<file path="src/design/fca_pkg.sv">
`timescale 1ns / 1ps
// ----------------------------------------------------------------------------
// fca_pkg
// Shared types, codes and constants of the chain allocator.
// ----------------------------------------------------------------------------
package fca_pkg;

    localparam int IDX_W = 11;
    localparam int CNT_W = 12;
    localparam int ENT_W = 15;
    // position width: holds any index, link value or table length
    localparam int CW    = 16;

    localparam int TABLE_DEPTH_DEF  = 2048;
    localparam int FAT_RESERVED_DEF = 4;
    localparam int ROOT_INDEX_DEF   = 4;

    localparam logic [ENT_W-1:0] ENT_FREE = 15'h0000;
    localparam logic [ENT_W-1:0] ENT_RSV  = 15'h7ffe;
    localparam logic [ENT_W-1:0] ENT_END  = 15'h7fff;

    typedef enum logic [2:0] {
        REQ_ALLOC  = 3'd0,
        REQ_FREE   = 3'd1,
        REQ_TAIL   = 3'd2,
        REQ_SET    = 3'd3,
        REQ_READ   = 3'd4,
        REQ_FORMAT = 3'd5
    } t_req;

    typedef enum logic [1:0] {
        ST_OK      = 2'd0,
        ST_NOSPACE = 2'd1,
        ST_BAD     = 2'd2
    } t_status;

    typedef enum logic [3:0] {
        S_CLEAR,
        S_IDLE,
        S_READ,
        S_CNT,
        S_LINK,
        S_AEND,
        S_WALK,
        S_FREE,
        S_DONE
    } t_state;

    typedef struct packed {
        logic is_free;
        logic is_rsv;
        logic is_end;
        logic is_link_bad;
    } t_ent_class;

endpackage

</file>
<file path="src/design/fca_classify.sv">
`timescale 1ns / 1ps
// ----------------------------------------------------------------------------
// fca_classify
// Shared entry compare unit: sorts one table entry into free, reserved,
// chain end or out-of-range link.
// ----------------------------------------------------------------------------
module fca_classify import fca_pkg::*; #(
    parameter int TABLE_DEPTH = TABLE_DEPTH_DEF
) (
    input  logic [ENT_W-1:0] i_entry,
    output t_ent_class       o_class
);

    localparam logic [CW-1:0] NB = CW'(TABLE_DEPTH);

    always_comb begin
        o_class.is_free     = (i_entry == ENT_FREE);
        o_class.is_rsv      = (i_entry == ENT_RSV);
        o_class.is_end      = (i_entry == ENT_END);
        o_class.is_link_bad = ({1'b0, i_entry} >= NB) && (i_entry != ENT_END);
    end

endmodule

</file>
<file path="config.mk">
export PLATFORM = sky130hd
export DESIGN_NAME = fca_classify
export DESIGN_NICKNAME = d
export VERILOG_FILES = /design/src/design/fca_pkg.sv /design/src/design/fca_classify.sv
export SDC_FILE = /design/constraint.sdc
export NUM_CORES = 1
export LEC_CHECK = 0
export BUFFER_PORTS_ARGS = -buffer_cell sky130_fd_sc_hd__buf_2
export CORE_AREA = 2 2 39 41
export DETAILED_ROUTE_END_ITERATION = 10
export DIE_AREA = 0 0 41 43
export PLACE_DENSITY = 0.42
export SLEW_MARGIN = 0
export SYNTH_ARGS = -nofsm -noshare
export SYNTH_HDL_FRONTEND = slang
export SYNTH_SLANG_ARGS = --single-unit
</file>
<file path="constraint.sdc">
create_clock -name vclk -period 0.8
set_clock_uncertainty 0.2 [all_clocks]
set_input_delay 0.04 -clock vclk [all_inputs]
set_output_delay 0.04 -clock vclk [all_outputs]
set_load 0.01 [all_outputs]
</file>
==> results of run 1 <==
critical path, delay by kind of cell:
kind	cells	cell delay (ns)
buffers and inverters	2	0.26
and+or+nand+nor	2	0.50
worst max path at each step:
stage,start,to,slack (ns),cells past startpoint
2_1_floorplan,i_entry[7],o_class[0],-0.10,3
3_3_place_gp,i_entry[6],o_class[1],-0.30,4
3_5_place_dp,i_entry[6],o_class[1],-0.29,4
4_1_cts,i_entry[14],o_class[1],-0.25,4
5_1_grt,i_entry[14],o_class[0],-0.29,5
6_report,i_entry[14],o_class[1],-0.23,4
cell type report:
| cell class | instances | area share (%) |
|---|---|---|
| Multi-Input combinational cell | 13 | 38.91 |
| Tap cell | 16 | 6.226 |
| Timing Repair Buffer | 21 | 54.86 |
layout by cell type, fill, tap and decap left out, types with 2 or more instances in the layout:
master and instances:
nor4_2 2, buf_8 2, nor4_4 2, buf_6 7, buf_2 9, buf_4 3, nand4_1 3
report_power, final:
| group | leakage, nW | switching [W] | total, W | internal (W) |
|---|---|---|---|---|
| logic | 0.137 | 0.0000423 | 0.000114 | 0.0000719 |
| registers | 0 | 0 | 0 | 0 |
| clock network | 0 | 0 | 0 | 0 |
| total | 0.137 | 0.0000423 | 0.000114 | 0.0000719 |
metrics by stage:
stage	TNS [ns]	instances	utilization, %
after detailed placement	-1.010	49	17.45
after floorplan	-0.1460	13	-
after CTS	-0.8798	50	22.78
after global placement	-1.050	49	17.45
after global routing	-1.033	50	23.24
final	-0.8336	50	23.24
metal layers:
metal	wire (um)	track usage, %
met2	144	5.000
met1	272	10.44
met3	122	1.571
met5	0	0
met4	0	0
logic make-up (layout without fill, tap and decap cells):
| logic type | count (synthesis) | in the layout | synth area share [%] |
|---|---|---|---|
| AND/OR/NAND/NOR | 13 | 13 | 99.99 |
| buffers and inverters | 0 | 21 | 0 |
what timing repair did:
| action | 4_1_cts | 5_1_grt |
|---|---|---|
| pin swaps | 3 | 0 |
| gates resized for setup | 14 | 1 |
| setup buffers | 1 | 0 |
| endpoints found under the setup margin | 4 | 4 |
==> key figures, run 1 <==
GRT
  – Initial antenna violation count: 0
  – Number of global-route vias before repair: 171
  – Largest net degree at the start of global routing: 4
  – Total track usage: ~5.2%
  – GRT overflow: 0
  – First-pass GRT wire length: about 700 um

Routing
  – Post-route DRC violation count: 0
  – Vias per std cell: about 4.2
  – DR vias: 211
  – Drt initial violations: 4
  – Routed length per instance: about 11 um
  – WL final: 539 um
  – DRT Pass-1 Iters: 4
  – Routed Antenna Nets: 0

Cells and area
  – Design Area, Final: 321.6 um^2
  – Layout cells sized above 1: 76.47%
  – Multi-input gate area: about 130 um^2
  – Filler cell count: ~150
  – N_diodes: 0
  – Storage cell area: 0 um^2
  – Fin nets: 51
  – CLK BUF: 0
  – Area grow syn2layout: 272.5%
  – Flip-flop and latch count: 0

Synth
  – Syn Inst Count: 13
  – Most numerous cell in the Yosys netlist: nor4_1
  – Share of the synthesized area in the top cell type: about 29%
  – Seq/Total Area, Yosys: 0%
  – Yosys top cell by area: nor4_1
  – Avg Cell Area, Syn: 6.641 um^2
  – Post-synth top cells: nor4_1, nand4_1
  – Synth area leaders: nor4_1, nand4_1, nor4_2, and4_1, nand3b_1
  – Ys Warns: 0
  – Mapped cell area: around 86 um^2
  – Post-Syn Nets: 28
  – Count of cell types in the netlist: 8

Timing
  – Hold slack: 0.2527 ns
  – Fmax: slightly below 1000 MHz
  – Max-slew headroom: approximately 84%
  – Final Hold Violating Endpoints: 0
  – Period utilization: 128.6%
  – Min cycle time layout: about 1 ns
  – Final Max Tran Viols: 0
  – Worst-Margin Slew: ~0.24 ns
  – Setup ws final: -0.2288 ns
  – RSZ-0062 raised after global routing: true
  – Setup-failing EPs final: 4

Floorplanning
  – Die footprint: between 1500 and 2000 um^2
  – # IOs: 19
  – Num rows: 14
  – Starting density of the core: roughly 6.2%
  – Die Y: 43 um
  – Core Box Area: between 1000 and 1500 um^2
  – Die W: a little over 40 um

Critical path
  – Critical path fanouts, max: 2
  – CP peak stage delay: 0.33 ns
  – WS Path Type: in2out
  – Crit path capture type: output port
  – CP required: roughly 0.56 ns
  – Slowest CP cell: nor4_4
  – CP cell instances: buf_8 > nand4_1 > nor4_4 > buf_2
  – Setup crit start kind: input port
  – Worst EP arrival: a little under 0.8 ns

Placed design
  – RD Place Congestion: 0.6712
  – PortBufs: 19
  – Post-DP HPWL: ~520 um
  – Pre-CTS setup slack: -0.2913 ns
  – Placement Cell Area: roughly 240 um^2

Pwr
  – Power, Total: between 0.0001 and 0.00015 W
  – Peak VDD IR: between 0.1 and 0.15 mV
  – Power per cell area: 355.0 nW/um^2
  – Leak pwr: 0.1368 nW

Hold path
  – Hold Startpoint: i_entry[14]
  – Hold EP: o_class[3]
  – Min-Delay Path Depth: 4
  – Hold Crit Class: in2out

Run status
  – Failing checks: negative setup slack
  – Run status: complete, but fails checks

Run
  – Max-cap violations: 0

CTS
  – # hold bufs at CTS: 0
Power figures use the tool's default switching activity.
==> run 2: changes to the inputs <==
--- a/config.mk
+++ b/config.mk
@@ -5,11 +5,12 @@
 export SDC_FILE = /design/constraint.sdc
 export NUM_CORES = 1
 export LEC_CHECK = 0
+export ABC_AREA = 1
 export BUFFER_PORTS_ARGS = -buffer_cell sky130_fd_sc_hd__buf_2
 export CORE_AREA = 2 2 39 41
 export DETAILED_ROUTE_END_ITERATION = 10
 export DIE_AREA = 0 0 41 43
-export PLACE_DENSITY = 0.42
+export PLACE_DENSITY = 0.46
 export SLEW_MARGIN = 0
 export SYNTH_ARGS = -nofsm -noshare
 export SYNTH_HDL_FRONTEND = slang
==> run 2 against run 1 <==
Compared with the run above: non-clock buffer count shrank 2; clock-buffer cell count is the same; critical path depth grew 2; the run still ends with negative setup slack left; first-iteration DRC count shrank 100%; final cell count is 36% higher; worst hold slack lost 0.064 ns; area after synthesis grew 67%; combinational power is 58% higher; critical path type unchanged; global-route usage grew 1.4 points; worst setup slack improved by 0.17 ns; die area unchanged; highest routed layer unchanged.
==> key figures, run 2 <==
Floorplanning
  – Die Y: approximately 43 um
  – Die W: 41 um
  – Die footprint: between 1500 and 2000 um^2
  – Num rows: 14
  – Starting density of the core: 10.40%
  – # IOs: 19
  – Core Box Area: 1384 um^2

Synth
  – Largest family of logic cells by synthesized area: simple AND/OR/NAND/NOR gates
  – Post-Synth Adder-Cell Area: 0%
  – Synth area leaders: nor2_1, nand2_1, nor2_2, nand4_1, inv_1
  – Count of cell types in the netlist: 8
  – Most numerous cell in the Yosys netlist: nor2_1
  – Ys Warns: 0
  – Simple-gate portion of the synthesized area: between 90% and 100%
  – Share of the synthesized area in the top cell type: 28.70%
  – XOR/XNOR share of the synthesized area: 0%
  – Mux cell area share after synthesis: 0%
  – Mapped cell area: around 140 um^2
  – Post-Syn Nets: 48
  – Seq/Total Area, Yosys: 0%
  – Yosys top cell by area: nor2_1
  – Compound-Gate Fraction of Synth Area: 0%
  – Post-synth top cells: nor2_1, nand2_1, nor2_2, inv_1, nand4_1
  – Syn Inst Count: 33
  – Avg Cell Area, Syn: roughly 4.4 um^2

Critical path
  – Critical path fanouts, max: 2
  – WP buf/inv: 2
  – CP peak stage delay: approximately 0.14 ns
  – Worst EP arrival: 0.62 ns
  – Setup crit start kind: input port
  – Slowest CP cell: and2_4
  – CP cell instances: buf_6 > nor2_4 > and2_4 > nand2_2 > nor2_1 > buf_2
  – Cell family with most CP delay: simple AND/OR/NAND/NOR gates
  – WS Path Type: in2out
  – Crit path capture type: output port
  – CP required: ~0.56 ns

Timing
  – Max-slew headroom: 90.24%
  – Worst-Margin Slew: about 0.15 ns
  – Period utilization: 107.2%
  – Setup ws final: -0.05787 ns
  – RSZ-0062 raised after global routing: true
  – Final Hold Violating Endpoints: 0
  – Final Max Tran Viols: 0
  – Setup-failing EPs final: 4
  – Min cycle time layout: roughly 0.86 ns
  – Setup tns final: -0.1069 ns
  – Fmax: 1166 MHz

Placed design
  – PortBufs: 19
  – RD Place Congestion: approximately 0.65
  – Placed cell count: 68
  – Post-DP HPWL: about 460 um

GRT
  – First-pass GRT wire length: around 900 um
  – GRT overflow: 0
  – Largest net degree at the start of global routing: 4
  – Total track usage: 6.593%
  – Initial antenna violation count: 0
  – Number of global-route vias before repair: between 200 and 300

Cells and area
  – Fin nets: 69
  – Leading cell types in the layout, fill and taps excluded: buf_6, nor2_1, nor2_4
  – Commonest non-fill, non-tap cell in the layout: buf_6
  – Storage cell area: 0 um^2
  – N_diodes: 0
  – Flip-flop and latch count: 0
  – CLK BUF: 0
  – Final core occ: roughly a third
  – Layout cells sized above 1: about three quarters
  – Area grow syn2layout: 216.5%
  – Non-filler instance count after layout: 68

Routing
  – DRT Pass-1 Iters: 1
  – Routed length per instance: around 8.6 um
  – Drt initial violations: 0
  – WL final: between 500 and 600 um
  – Post-route DRC violation count: 0
  – Routed Antenna Nets: 0
  – DR vias: 269
  – Vias per std cell: approximately 4.0

CTS
  – Setup bufs post-CTS: 0

Run status
  – Run status: complete, but fails checks
  – Failing checks: negative setup slack

Run
  – Max-cap violations: 0

Hold path
  – Hold Crit Class: in2out

Pwr
  – Leak pwr: approximately 0.19 nW
  – Peak VDD IR: around 0.11 mV
  – Power, Total: 0.0001796 W
  – Power per cell area: 394.3 nW/um^2
## run 2: worst paths after layout
check,start,to,slack [ns],cells past startpoint
worst min-delay path,i_entry[10],o_class[3],0.19,5
worst max-delay path,i_entry[12],o_class[3],-0.06,6
## run 2: repair_timing
item	CTS	global route
cloned	0	0
hold buffers	0	0
setup endpoints to repair	4	4
gates resized for setup	34	10
pin swaps	15	9
## run 2: metal layers
metal / share of wire [%] / track usage [%]
met1: 31 / 6.962
met2: 62 / 13.75
met3: 7.0 / 0
met4: 0 / 0
met5: 0 / 0
## run 2: cell families after synthesis
| kind of cell | after synthesis |
|---|---|
| buf+inv | 3 |
| simple gates | 30 |
## run 2: power breakdown
part	switching, W	internal (W)	total [W]
clock network	0	0	0
logic	0.0000705	0.000109	0.000180
registers	0	0	0
## run 2: layout make-up
cell class                 count  area (um^2)
fill                         150        928.4
timing repair buffer          19        203.9
tap                           16        20.02
inverter                       3        13.76
multi-input combinational     30        217.7
## run 2: worst min-delay path, delay by kind of cell
kind                   cells  cell delay, ns
buffers and inverters      2            0.20
and+or+nand+nor            3            0.11
## run 2: per-stage QoR
stage                     cell area [um^2]  hold slack, ns  setup WS [ns]
after floorplan                      143.9        0.001869        0.09385
after global placement               259.0          0.2298        -0.1053
after detailed placement             259.0          0.2326        -0.1158
after CTS                            415.4          0.1956       -0.06227
after global routing                 455.4          0.2128        -0.1024
final                                455.4          0.1887       -0.05787
==> run 3: changes to the inputs <==
--- a/config.mk
+++ b/config.mk
@@ -10,8 +10,9 @@
 export CORE_AREA = 2 2 39 41
 export DETAILED_ROUTE_END_ITERATION = 10
 export DIE_AREA = 0 0 41 43
-export PLACE_DENSITY = 0.46
+export PLACE_DENSITY = 0.45
 export SLEW_MARGIN = 0
 export SYNTH_ARGS = -nofsm -noshare
 export SYNTH_HDL_FRONTEND = slang
 export SYNTH_SLANG_ARGS = --single-unit
+export TNS_END_PERCENT = 20
==> constraint.sdc (replaced) <==
create_clock -name vclk -period 0.87
set_clock_uncertainty 0.2 [all_clocks]
set_input_delay 0.0435 -clock vclk [all_inputs]
set_output_delay 0.0435 -clock vclk [all_outputs]
set_load 0.01 [all_outputs]
==> run 3 against run 2 <==
Compared with the run above: first-iteration DRC count increased by 1; the flow still finishes with violations (negative setup slack); worst hold slack improved by 0.015 ns; sequential share of layout area unchanged; highest routed layer unchanged; combinational power decreased by 10%; largest cell class unchanged; via count increased by 3.0%; wire length decreased by 4.1%.
==> key figures, run 3 (synthesized netlist as in run 2, its figures left out) <==
Timing
  – Period utilization: 100.6%
  – Setup tns final: -0.005325 ns
  – Final Max Tran Viols: 0
  – Final Hold Violating Endpoints: 0
  – Min cycle time layout: between 0.8 and 0.9 ns
  – Fmax: about 1100 MHz
  – Worst-Margin Slew: ~0.15 ns
  – Setup ws final: -0.005325 ns
  – Max-slew headroom: roughly 90%
  – RSZ-0062 raised after global routing: true
  – Setup-failing EPs final: 1

GRT
  – M1 GR Usage: approximately 6%
  – Initial antenna violation count: 0
  – First-pass GRT wire length: about 670 um
  – Gr busiest metal: met2
  – GRT overflow: 0
  – Number of global-route vias before repair: 197
  – Largest net degree at the start of global routing: 4
  – Met2 usage: under 10%
  – Total track usage: roughly 5%
  – GR Util met3: 0%

Floorplanning
  – Core Box Area: 1384 um^2
  – Die Y: ~43 um
  – Num rows: 14
  – Die footprint: about 1800 um^2
  – Die W: around 40 um
  – Starting density of the core: 10.40%
  – # IOs: 19

Routing
  – Routed length per instance: 8.206 um
  – Vias per std cell: approximately 4.1
  – Post-route DRC violation count: 0
  – Drt initial violations: 1
  – DRT Pass-1 Iters: 3
  – DR vias: around 280
  – Routed Antenna Nets: 0
  – WL final: 558 um

Cells and area
  – Leading cell types in the layout, fill and taps excluded: buf_6, nor2_1, nor2_4, nand2_4
  – Non-filler instance count after layout: 68
  – Area grow syn2layout: 214.8%
  – Storage cell area: 0 um^2
  – Layout cells sized above 1: between 70% and 80%
  – Flip-flop and latch count: 0
  – N_diodes: 0
  – Commonest non-fill, non-tap cell in the layout: buf_6
  – Filler cell count: 152
  – CLK BUF: 0
  – Fin nets: 69

Placed design
  – Placed cell count: 68
  – Pre-CTS setup slack: -0.04542 ns
  – PortBufs: 19
  – RD Place Congestion: between 0.6 and 0.7

Pwr
  – Leak pwr: approximately 0.20 nW
  – Peak VDD IR: ~0.11 mV
  – Power per cell area: between 300 and 400 nW/um^2

Critical path
  – CP required: about 0.63 ns
  – WP buf/inv: 2
  – CP peak stage delay: approximately 0.15 ns
  – WS Path Type: in2out
  – Worst EP arrival: roughly 0.63 ns
  – CP cell instances: buf_8 > nor2_4 > and2_4 > nand2_2 > nor2_1 > buf_2
  – Critical path fanouts, max: 2
  – Cell family with most CP delay: simple AND/OR/NAND/NOR gates
  – Slowest CP cell: and2_4
  – Setup crit start kind: input port
  – Crit path capture type: output port

Run status
  – Failing checks: negative setup slack
  – Run status: complete, but fails checks

Hold path
  – Hold Crit Class: in2out

Run
  – Max-cap violations: 0
run 3: cell counts in the layout (fill, tap and decap cells not counted):
Identical to the previous run, type by type.
run 3: layer usage:
layer	share of wire, %	wire length (um)	vias up
met5	0	0	-
met4	0	0	0
met3	6.6	37	0
met2	58	321	10
met1	36	199	126
li1	-	-	141
run 3: area by class of cell:
cell class,count,area [um^2],area share (%)
Multi-Input combinational cell,30,225.2,49.72
Timing Repair Buffer,19,196.4,43.37
Inverter,3,11.26,2.486
Tap cell,16,20.02,4.420
run 3: worst paths after layout:
check	startpoint	to	slack, ns	depth (start not counted)
worst max-delay path	i_entry[11]	o_class[3]	-0.005	6
worst min-delay path	i_entry[10]	o_class[3]	0.20	5
run 3: worst min-delay path, delay by kind of cell:
family / cells / cell delay, ns
buf+inv: 2 / 0.20
simple gates: 3 / 0.11
run 3: metrics by stage:
stage                     hold slack [ns]  area (um^2)   power [W]  utilization, %
after global routing               0.2166        452.9   0.0001739           32.73
after floorplan                  0.008869        143.9  0.00002608               -
after detailed placement           0.2278        259.0  0.00007284           18.72
after global placement             0.2337        259.0  0.00007207           18.72
after CTS                          0.2331        274.0  0.00007978           19.80
final                              0.2033        452.9   0.0001621           32.73
run 3: power by group:
group	internal (W)	switching, W
clock network	0	0
logic	0.0000969	0.0000652
registers	0	0
total	0.0000969	0.0000652
run 3: what timing repair did:
item / in CTS / in global routing
endpoints found under the setup margin: 4 / 4
pin swaps: 7 / 18
buffers inserted: 0 / 0
hold buffers: 0 / 0
resized for setup: 3 / 42
